File: config.mk
export PLATFORM = sky130hd
export DESIGN_NAME = char_range_expander
export DESIGN_NICKNAME = d
export VERILOG_FILES = /design/src/rtl/core/crx_pkg.sv /design/src/rtl/core/crx_front.sv /design/src/rtl/core/crx_queue.sv /design/src/rtl/core/crx_back.sv /design/src/rtl/core/char_range_expander.sv
export SDC_FILE = /design/constraint.sdc
export NUM_CORES = 1
export LEC_CHECK = 0
export ABC_AREA = 1
export ABC_CLOCK_PERIOD_IN_PS = 4100
export BUFFER_PORTS_ARGS = -buffer_cell sky130_fd_sc_hd__buf_4
export CAP_MARGIN = 20
export CORE_AREA = 2 2 101 103
export CTS_CLUSTER_DIAMETER = 120
export CTS_CLUSTER_SIZE = 14
export DETAILED_ROUTE_END_ITERATION = 12
export DIE_AREA = 0 0 103 105
export GPL_TIMING_DRIVEN = 0
export PLACE_DENSITY = 0.67
export SETUP_SLACK_MARGIN = 0.02
export SLEW_MARGIN = 20
export SYNTH_ARGS = -nofsm -noshare
export SYNTH_HDL_FRONTEND = slang
export SYNTH_SLANG_ARGS = --single-unit
File: constraint.sdc
create_clock -name clock -period 4.1 [get_ports clock]
set_input_delay 0.615 -clock clock [delete_from_list [all_inputs] [get_ports clock]]
set_output_delay 0.615 -clock clock [all_outputs]
set_load 0.05 [all_outputs]
File: src/rtl/core/crx_pkg.sv
package crx_pkg;

   // ASCII codes the classifier and the sequencer need
   localparam logic [7:0] CHAR_DASH = 8'h2D;
   localparam logic [7:0] CHAR_NUL  = 8'h00;

   // default depth of the command queue between front and back
   localparam int QUEUE_DEPTH = 2;

   // character class of a range end
   typedef enum logic [1:0] {
      CLS_NONE,
      CLS_DIGIT,
      CLS_UPPER,
      CLS_LOWER
   } class_type;

   // work for one accepted item, in emission order:
   // literal dash or range run, own byte, trailing dash, terminator
   typedef struct packed {
      logic       dash;
      logic       run;
      logic       up;
      logic [7:0] from;
      logic [7:0] to;
      logic       chr;
      logic [7:0] ch;
      logic       tail;
      logic       eos;
   } cmd_type;

   function automatic class_type char_class(input logic [7:0] c);
      class_type k;
      k = CLS_NONE;
      if (c inside {[8'h30 : 8'h39]}) begin
         k = CLS_DIGIT;
      end else if (c inside {[8'h41 : 8'h5A]}) begin
         k = CLS_UPPER;
      end else if (c inside {[8'h61 : 8'h7A]}) begin
         k = CLS_LOWER;
      end
      return k;
   endfunction

endpackage

File: src/rtl/core/crx_front.sv
module crx_front (
   input  logic              clock,
   input  logic              reset,
   input  logic              req_tvalid,
   output logic              req_tready,
   input  logic [7:0]        req_tdata,   // [7:0] in_char
   input  logic              req_tlast,   // last_char
   input  logic              queue_full,
   output logic              push,
   output crx_pkg::cmd_type  cmd
);

   logic [7:0] prev_ff, prev_in;
   logic       pend_ff, pend_in;

   assign req_tready = !queue_full;
   assign push       = req_tvalid && !queue_full;

   // classify the item against the held dash and its left neighbour
   always_comb begin
      crx_pkg::class_type k_prev;
      crx_pkg::class_type k_cur;
      logic               consumed;
      logic               pend_next;
      k_prev    = crx_pkg::char_class(prev_ff);
      k_cur     = crx_pkg::char_class(req_tdata);
      consumed  = 1'b0;
      pend_next = 1'b0;
      prev_in   = prev_ff;
      cmd       = '0;
      cmd.from  = prev_ff;
      cmd.to    = req_tdata;
      cmd.ch    = req_tdata;
      cmd.up    = prev_ff < req_tdata;

      if (pend_ff) begin
         if (k_prev != crx_pkg::CLS_NONE && k_prev == k_cur) begin
            cmd.run  = prev_ff != req_tdata;
            prev_in  = req_tdata;
            consumed = 1'b1;
         end else begin
            cmd.dash = 1'b1;
            prev_in  = crx_pkg::CHAR_DASH;
         end
      end

      if (!consumed) begin
         if (req_tdata == crx_pkg::CHAR_DASH) begin
            pend_next = 1'b1;
         end else begin
            cmd.chr = 1'b1;
            prev_in = req_tdata;
         end
      end

      pend_in = pend_next;
      // end of string: flush a held dash and return to reset state
      if (req_tlast) begin
         cmd.tail = pend_next;
         cmd.eos  = 1'b1;
         pend_in  = 1'b0;
         prev_in  = crx_pkg::CHAR_NUL;
      end
   end

   always_ff @(posedge clock) begin
      if (reset) begin
         prev_ff <= crx_pkg::CHAR_NUL;
         pend_ff <= 1'b0;
      end else if (push) begin
         prev_ff <= prev_in;
         pend_ff <= pend_in;
      end
   end

endmodule

File: src/rtl/core/crx_queue.sv
module crx_queue #(
   parameter int DEPTH = crx_pkg::QUEUE_DEPTH
) (
   input  logic              clock,
   input  logic              reset,
   input  logic              push,
   input  crx_pkg::cmd_type  push_cmd,
   output logic              full,
   input  logic              pop,
   output logic              head_valid,
   output crx_pkg::cmd_type  head_cmd
);

   localparam int PTR_W = (DEPTH > 1) ? $clog2(DEPTH) : 1;
   localparam int CNT_W = $clog2(DEPTH + 1);

   crx_pkg::cmd_type        slot_ff [DEPTH];
   logic [PTR_W-1:0]        wr_ff, wr_in;
   logic [PTR_W-1:0]        rd_ff, rd_in;
   logic [CNT_W-1:0]        cnt_ff, cnt_in;
   logic                    do_push, do_pop;

   assign full       = cnt_ff == CNT_W'(DEPTH);
   assign head_valid = cnt_ff != '0;
   assign head_cmd   = slot_ff[rd_ff];
   assign do_push    = push && !full;
   assign do_pop     = pop && head_valid;

   // pointer wrap and occupancy
   always_comb begin
      wr_in  = wr_ff;
      rd_in  = rd_ff;
      cnt_in = cnt_ff;
      if (do_push) begin
         wr_in = (wr_ff == PTR_W'(DEPTH - 1)) ? '0 : wr_ff + 1'b1;
      end
      if (do_pop) begin
         rd_in = (rd_ff == PTR_W'(DEPTH - 1)) ? '0 : rd_ff + 1'b1;
      end
      if (do_push && !do_pop) begin
         cnt_in = cnt_ff + 1'b1;
      end else if (do_pop && !do_push) begin
         cnt_in = cnt_ff - 1'b1;
      end
   end

   always_ff @(posedge clock) begin
      if (reset) begin
         wr_ff  <= '0;
         rd_ff  <= '0;
         cnt_ff <= '0;
      end else begin
         wr_ff  <= wr_in;
         rd_ff  <= rd_in;
         cnt_ff <= cnt_in;
      end
   end

   // payload slots, no reset
   always_ff @(posedge clock) begin
      if (do_push) begin
         slot_ff[wr_ff] <= push_cmd;
      end
   end

endmodule

File: src/rtl/core/crx_back.sv
module crx_back (
   input  logic              clock,
   input  logic              reset,
   input  logic              head_valid,
   input  crx_pkg::cmd_type  head_cmd,
   output logic              pop,
   output logic              rsp_tvalid,
   input  logic              rsp_tready,
   output logic [7:0]        rsp_tdata,   // [7:0] out_char
   output logic              rsp_tuser,   // end_of_string
   output logic              rsp_tlast    // last_of_run
);

   // pending work of the current item
   logic       dash_ff, run_ff, up_ff, chr_ff, tail_ff, eos_ff;
   logic [7:0] cur_ff, to_ff, ch_ff;
   logic [7:0] next_val;
   logic       run_done;
   logic       busy, fire;

   assign next_val = up_ff ? cur_ff + 8'd1 : cur_ff - 8'd1;
   assign run_done = next_val == to_ff;
   assign busy     = dash_ff || run_ff || chr_ff || tail_ff || eos_ff;
   assign fire     = rsp_tvalid && rsp_tready;
   assign pop      = head_valid && (!busy || (fire && rsp_tlast));

   // pick the first pending result and flag whether it ends the item
   always_comb begin
      rsp_tvalid = busy;
      rsp_tdata  = crx_pkg::CHAR_NUL;
      rsp_tuser  = 1'b0;
      rsp_tlast  = 1'b0;
      if (dash_ff) begin
         rsp_tdata = crx_pkg::CHAR_DASH;
         rsp_tlast = !(run_ff || chr_ff || tail_ff || eos_ff);
      end else if (run_ff) begin
         rsp_tdata = next_val;
         rsp_tlast = run_done && !(chr_ff || tail_ff || eos_ff);
      end else if (chr_ff) begin
         rsp_tdata = ch_ff;
         rsp_tlast = !(tail_ff || eos_ff);
      end else if (tail_ff) begin
         rsp_tdata = crx_pkg::CHAR_DASH;
         rsp_tlast = !eos_ff;
      end else if (eos_ff) begin
         rsp_tuser = 1'b1;
         rsp_tlast = 1'b1;
      end
   end

   // control flags: load on pop, retire one result per handshake
   always_ff @(posedge clock) begin
      if (reset) begin
         dash_ff <= 1'b0;
         run_ff  <= 1'b0;
         chr_ff  <= 1'b0;
         tail_ff <= 1'b0;
         eos_ff  <= 1'b0;
      end else if (pop) begin
         dash_ff <= head_cmd.dash;
         run_ff  <= head_cmd.run;
         chr_ff  <= head_cmd.chr;
         tail_ff <= head_cmd.tail;
         eos_ff  <= head_cmd.eos;
      end else if (fire) begin
         if (dash_ff) begin
            dash_ff <= 1'b0;
         end else if (run_ff) begin
            run_ff <= !run_done;
         end else if (chr_ff) begin
            chr_ff <= 1'b0;
         end else if (tail_ff) begin
            tail_ff <= 1'b0;
         end else begin
            eos_ff <= 1'b0;
         end
      end
   end

   // payload: run counter and item bytes
   always_ff @(posedge clock) begin
      if (pop) begin
         cur_ff <= head_cmd.from;
         to_ff  <= head_cmd.to;
         up_ff  <= head_cmd.up;
         ch_ff  <= head_cmd.ch;
      end else if (fire && !dash_ff && run_ff) begin
         cur_ff <= next_val;
      end
   end

endmodule

File: src/rtl/core/char_range_expander.sv
// Character range expander.
// req_ channel takes one source byte per item in req_tdata, with req_tlast
// marking the final byte of a string. rsp_ channel returns the expanded
// string one byte per item in rsp_tdata; rsp_tuser marks the terminator
// item that closes each string, rsp_tlast the final result of one source
// byte. A source byte may cause no result (equal range ends, or a dash that
// is held for the next byte) or up to 26. The first result of a byte is
// presented once the byte has passed the command queue, written at the edge
// that accepts it, and the sequencer, loaded when it pops the queue head.
// The sequencer emits one result per cycle while rsp_tready is high; it pops
// the next command when it is idle or takes the last result of its item.
// The front classifies and queues up to QUEUE_DEPTH bytes ahead of the
// sequencer; req_tready drops while the queue is full.
// Reset clears the held dash, the left neighbour, the queue and the
// sequencer. A stall on rsp_tready holds the current result unchanged and
// backs up through the queue to req_tready.
module char_range_expander #(
   parameter int QUEUE_DEPTH = crx_pkg::QUEUE_DEPTH
) (
   input  logic        clock,
   input  logic        reset,
   input  logic        req_tvalid,
   output logic        req_tready,
   input  logic [7:0]  req_tdata,    // [7:0] in_char
   input  logic        req_tlast,    // last_char
   output logic        rsp_tvalid,
   input  logic        rsp_tready,
   output logic [7:0]  rsp_tdata,    // [7:0] out_char
   output logic        rsp_tuser,    // end_of_string
   output logic        rsp_tlast     // last_of_run
);

   logic              push, full, pop, head_valid;
   crx_pkg::cmd_type  push_cmd, head_cmd;

   crx_front u_front (
      .clock      (clock),
      .reset      (reset),
      .req_tvalid (req_tvalid),
      .req_tready (req_tready),
      .req_tdata  (req_tdata),
      .req_tlast  (req_tlast),
      .queue_full (full),
      .push       (push),
      .cmd        (push_cmd)
   );

   crx_queue #(
      .DEPTH (QUEUE_DEPTH)
   ) u_queue (
      .clock      (clock),
      .reset      (reset),
      .push       (push),
      .push_cmd   (push_cmd),
      .full       (full),
      .pop        (pop),
      .head_valid (head_valid),
      .head_cmd   (head_cmd)
   );

   crx_back u_back (
      .clock      (clock),
      .reset      (reset),
      .head_valid (head_valid),
      .head_cmd   (head_cmd),
      .pop        (pop),
      .rsp_tvalid (rsp_tvalid),
      .rsp_tready (rsp_tready),
      .rsp_tdata  (rsp_tdata),
      .rsp_tuser  (rsp_tuser),
      .rsp_tlast  (rsp_tlast)
   );

endmodule
### Word level (Yosys, flattened, before mapping)

Memory sizes are Yosys's and may differ from the RTL's. A register that Yosys moved wholly into a read port is not among the register bits.
Cells that the tools add are included.
W data, S select, Z words.

* $add $sub $neg: 6
* magnitude comparators: 13
* equal/unequal tests: 9
* multiplexer cells: 67
* reduce and logical (&&, ||, !) cells: 48

Operators with widths (number)
* $mux W8: 11
* $mux W1: 45
* $ge A8 B7 Y1 const B: 4
* $le A8 B7 Y1 const B: 4
* $mux W2: 10
* $logic_and A1 B1 Y1: 18
* $ge A8 B6 Y1 const B: 2
* $le A8 B6 Y1 const B: 2
* $logic_or A1 B1 Y1: 11
* $logic_not A1 Y1: 10
* $reduce_bool A2 Y1: 5
* $add A8 B1 Y8 const B: 1
* $eq A8 B6 Y1 const B: 1
* $eq A8 B8 Y1: 1
* $lt A8 B8 Y1: 1
* $ne A2 B2 Y1 const B: 4
* $ne A8 B8 Y1: 1
* $sub A8 B1 Y8 const B: 1
* $mux W6: 1
* $reduce_and A5 Y1: 1
* $reduce_and A4 Y1: 1
* $reduce_and A3 Y1: 1
* $add A1 B1 Y1 const B: 2
* $add A2 B1 Y2 const B: 1
* other kinds (4): 4

* register bits: 43
* memory bits (writable): 60
* input bits: 13
* output and inout port bits: 12
* logic and storage cells: 158
* memories kept: 1

Memory list
* u_queue.slot_ff: words 2, width 30, rd ports 1, clocked after Yosys merged registers in 1, write ports 1, RTL line crx_queue.sv:17 `crx_pkg::cmd_type slot_ff [DEPTH];`

### Logic depth before layout (Yosys ltp)

* depth in word-level cells: 13
* depth in mapped cells: 23
* depth with buffers taken out: 22

### Modules after synthesis

A second synthesis with hierarchy kept.

* cell total of the unflattened synthesis: 557
* area total of the unflattened synthesis: 5584.1 um2

Modules (own cells, without submodules)
* crx_queue: times used 1, cells each 130, area an instance 2534.9 um2, sequential area each 1901.8 um2
* crx_back: times used 1, cells each 242, area an instance 1975.6 um2, sequential area each 850.8 um2
* crx_front: times used 1, cells each 185, area an instance 1073.5 um2, sequential area each 180.2 um2

### Worst setup path before layout

No wires, ideal clock.

* path type: register -> output
* start: reg u_back.cur_ff[0]
* end: out rsp_tlast
* arrival: 2.453 ns
* required time: 3.485 ns
* slack: 1.032 ns
* stages on the path, launching flop included: 14
* buffers on the path: 0
* path through: edfxtp_1 -> inv_1 -> fa_1 -> inv_1 -> nand2_2 -> nand2_2 -> nand3_1 -> nand2_1 -> nand2_2 -> nand3_1 -> nand2_1 -> nor2_2 -> nand3_2 -> a21oi_1

* cells in the longest elaborated chain, start to end: 6
* elaborated cells between the ends (all ways): 7
* those cells by class: add/sub: 2; eq/ne: 1; mux: 3; reduce/logical: 1

Ends and longest elaborated chain
* from (decl): RTL line crx_back.sv:16 `logic [7:0] cur_ff, to_ff, ch_ff;`
* from (signal assigned): RTL line crx_back.sv:83 `cur_ff <= head_cmd.from;`
* from (signal assigned): RTL line crx_back.sv:88 `cur_ff <= next_val;`
* $sub A8 B1 Y8 or $add A8 B1 Y8 (tied branches): RTL line crx_back.sv:21 `assign next_val = up_ff ? cur_ff + 8'd1 : cur_ff - 8'd1;`
* $mux W8 *: RTL line crx_back.sv:21
* $eq A8 B8 Y1 *: RTL line crx_back.sv:22 `assign run_done = next_val == to_ff;`
* $logic_and A1 B1 Y1 *: RTL line crx_back.sv:38 `rsp_tlast = run_done && !(chr_ff || tail_ff || eos_ff);`
* $mux W1 *: RTL line crx_back.sv:36 `end else if (run_ff) begin`
* $mux W1 *: RTL line crx_back.sv:33 `if (dash_ff) begin`
* to (decl): RTL line char_range_expander.sv:30 `output logic rsp_tlast`

Mark *: on every way between the ends. The rest lies on a longest branch, timed or not.

### Final worst setup path

* start: reg u_back.cur_ff[0]
* end: reg u_queue.cnt_ff[1]

* cells in the longest elaborated chain, start to end: 13
* elaborated cells between the ends (all ways): 16
* those cells by class: add/sub: 2; eq/ne: 1; mux: 4; reduce/logical: 9

Ends and longest elaborated chain
* $sub A8 B1 Y8 or $add A8 B1 Y8 (tied branches): RTL line crx_back.sv:21
* $mux W8 *: RTL line crx_back.sv:21
* $eq A8 B8 Y1 *: RTL line crx_back.sv:22
* $logic_and A1 B1 Y1 *: RTL line crx_back.sv:38
* $mux W1 *: RTL line crx_back.sv:36
* $mux W1 *: RTL line crx_back.sv:33
* $logic_and A1 B1 Y1 *: RTL line crx_back.sv:25 `assign pop = head_valid && (!busy || (fire && rsp_tlast));`
* $logic_or A1 B1 Y1 *: RTL line crx_back.sv:25
* $logic_and A1 B1 Y1 *: RTL line crx_back.sv:25
* $logic_and A1 B1 Y1 *: RTL line crx_queue.sv:27 `assign do_pop = pop && head_valid;`
* $logic_not A1 Y1: RTL line crx_queue.sv:40 `if (do_push && !do_pop) begin`
* $logic_and A1 B1 Y1: RTL line crx_queue.sv:40
* $mux W2 or $reduce_bool A2 Y1 (tied branches)
* to (signal assigned): RTL line crx_queue.sv:55 `cnt_ff <= cnt_in;`
* to (decl): RTL line crx_queue.sv:20 `logic [CNT_W-1:0] cnt_ff, cnt_in;`

Marked as above.
A chain may end at the register's enable or synchronous reset.

==> flow_metrics.tcl <==
set metrics [dict create \
    cts.hold.buffers_added 0 \
    die_y_um 105 \
    synthesis.nets 507 \
    ff2ff_path_depth 22 \
    wl_um 9131 \
    final_cells 650 \
    synth-seq-cells 80 \
    cts_inserted_buffers 9 \
    whs_ns 0.4641 \
    syn_area_um2 4299 \
    core_um2 9639 \
    route.detailed.vias_per_inst 5.103 \
    clockBufferDepth 2 \
    nets 543 \
    wl_met2_um 4481 \
    end_kind "flip-flop" \
    root_buffer "clkbuf_8" \
    r2r_slack_ns 0.72 \
    drt_iter0_drc 136 \
    cts_tree "built" \
    syn_to_final_growth_pct 13.48 \
    drc 0 \
    final_antenna_net_count 0 \
    place.gp.congestion 0.9236 \
    insertion_delay_ns 0.34 \
    cts.htree.levels 3 \
    wl_per_cell_um 14.05 \
    max_freq_mhz 296.1 \
    power.leakage_nw 1.994 \
    powerDensity_nw_per_um2 901.9 \
    drive_above_1_share_pct 15.09 \
    maxSlewViolCount 0 \
    ir_drop_v 0.0004225 \
    overflow 0 \
    rsz0062_at_grt "no" \
    min_to "u_queue.rd_ff" \
    slew_headroom_pct 53.42 \
    final_common_cell "nand2_1" \
    critPathLaunchType "flip-flop" \
    finalCritPeriodShare_pct 82.37 \
    ys_types 39 \
    grt_use_total_pct 17.95 \
    setup_violations 0 \
    grt_first_pass_wirelength_um 15080 \
    antenna_cells 0 \
    cts_resized 0 \
    cp_max_fo 10 \
    r2r-start "u_back.cur_ff[0]" \
    std_cell_rows 36 \
    ys_seq_area_share_pct 51.46 \
    power_w 0.004400 \
    cap_violations 0 \
    grt_antenna_before_repair 0 \
    ys.flop_type "edfxtp_1" \
    finalClockSkew_ns 0.009430 \
    drt_first_pass_iters 4 \
    io-pin-count 25 \
    timing.rr.end "u_queue.cnt_ff[1]" \
    postCtsSetupBuffers 0 \
    first_global_vias 3036 \
    hold_depth 1 \
    die_area_um2 10820 \
    worstMarginPinSlew_ns 0.6923 \
    worstPathRequired_ns 4.39 \
    ys_warn_count 0 \
    setup.worst_path.class "flip-flop to flip-flop" \
    vias 3317 \
    synth.avg_cell_area_um2 9.032 \
    post_synth_inst_count 476 \
    initial_utilization_pct 44.60 \
    fin_tns_setup_ns 0 \
    outcome "complete, no violations" \
    hold_path.startpoint "u_queue.rd_ff" \
    io_buffer_count 23 \
    wl_met3_um 351 \
    dpl.cell_count 634 \
    chipWidth_um 103 \
    path_clk_slew_ns 0.08 \
    cts_sinks 80 \
    hold_violations 0 \
    arrival_ns 3.67 \
    hp-class "flip-flop to flip-flop" \
    m1WireLength_um 4236 \
    synth_edf_count 61 \
    period_needed_ns 3.377 \
    routed.top_layer "met4" \
    ys_async_sr_fraction_pct 0 \
    grt_max_degree 19 \
    hpwl_um 7135 \
    mostFrequentLayoutCells "nand2_1 (115), inv_1 (64), edfxtp_1 (61), nand3_1 (37), nor2_1 (31)" \
]
[worst max path at each step]
| stage | startpoint | to | cells after the start |
|---|---|---|---|
| after floorplan | u_back.cur_ff[0] | rsp_tlast | 13 |
| after global placement | u_back.cur_ff[0] | u_back.cur_ff[6] | 18 |
| after detailed placement | u_back.cur_ff[0] | u_queue.cnt_ff[1] | 22 |
| after CTS | u_back.cur_ff[0] | u_queue.cnt_ff[1] | 22 |
| after global routing | u_back.up_ff | u_queue.cnt_ff[1] | 20 |
| final | u_back.cur_ff[0] | u_queue.cnt_ff[1] | 22 |
[power by group]
group | switching (W) | internal, W
combinational | 0.00167 | 0.000832
sequential | 0.000124 | 0.00116
clock | 0.000270 | 0.000343
total | 0.00206 | 0.00234
[stage by stage]
| step | cell area, µm² | utilization (%) | setup WS (ns) |
|---|---|---|---|
| global route | 4878 | 50.61 | 0.4084 |
| finish | 4878 | 50.61 | 0.7229 |
| detailed placement | 4666 | 48.40 | 0.7398 |
| floorplan | 4299 | - | 1.032 |
| global placement | 4638 | 48.12 | 0.8225 |
| CTS | 4878 | 50.61 | 0.7245 |
[Yosys cell counts, drive strengths merged, types with 7 or more instances]
| master | count | area share, % |
|---|---|---|
| a31oi | 8 | 2.0 |
| clkbuf | 7 | 0.61 |
| dfxtp | 19 | 8.8 |
| edfxtp | 61 | 43 |
| o211ai | 8 | 1.4 |
| ha | 17 | 4.9 |
| a21oi | 31 | 4.0 |
| nand3 | 42 | 5.6 |
| nand2 | 125 | 12 |
| nor2 | 36 | 3.3 |
| o21ai | 20 | 2.3 |
| inv | 65 | 5.7 |
[kinds of logic after synthesis]
group	after synthesis	share of synthesized area, %
AND/OR/NAND/NOR	217	22.53
AO/OA/AOI/OAI	82	12.78
flip-flops	80	51.46
buffers and inverters	74	6.810
adder cells (fa/ha/maj)	18	5.413
XOR/XNOR	5	1.019
[final cells by class]
type,instances,area [µm²]
Buffer,9,48.80
Clock buffer,11,131.4
Clock inverter,5,81.33
Fill cell,936,4761
Inverter,65,244.0
Multi-Input combinational cell,322,1799
Sequential cell,80,2212
Tap cell,133,166.4
Timing Repair Buffer,25,195.2
[registers in the layout, summed over array words and instances (netlist names), 2 cells and up, named ones only]
signal	cells
u_back.ch_ff	8
u_queue.cnt_ff	2
u_queue.slot_ff	44
u_back.cur_ff	8
u_front.prev_ff	8
[worst max-delay path, stage by stage (launching register included)]
cell and delay (ns):
edfxtp_1 0.46, inv_1 0.12, fa_1 0.45, inv_1 0.10, nand2_2 0.08, nand2_2 0.08, nand3_1 0.10, nand3_2 0.11
nand2_1 0.09, nand2_1 0.06, nand2_1 0.05, nor2_2 0.16, nand3_2 0.11, nand2_2 0.08, nand3_4 0.09, nand2_4 0.13
buf_8 0.15, inv_1 0.08, ha_1 0.31, a21oi_1 0.11, o21ai_0 0.12, a21oi_1 0.14, o21a_1 0.14
[metal layers]
metal	global-route usage (%)	vias up
met3	3.545	9
met1	24.52	1532
met2	29.45	81
met4	3.853	0
li1	-	1695
met5	0	-
No activity file was read; power rests on OpenSTA's default activity.
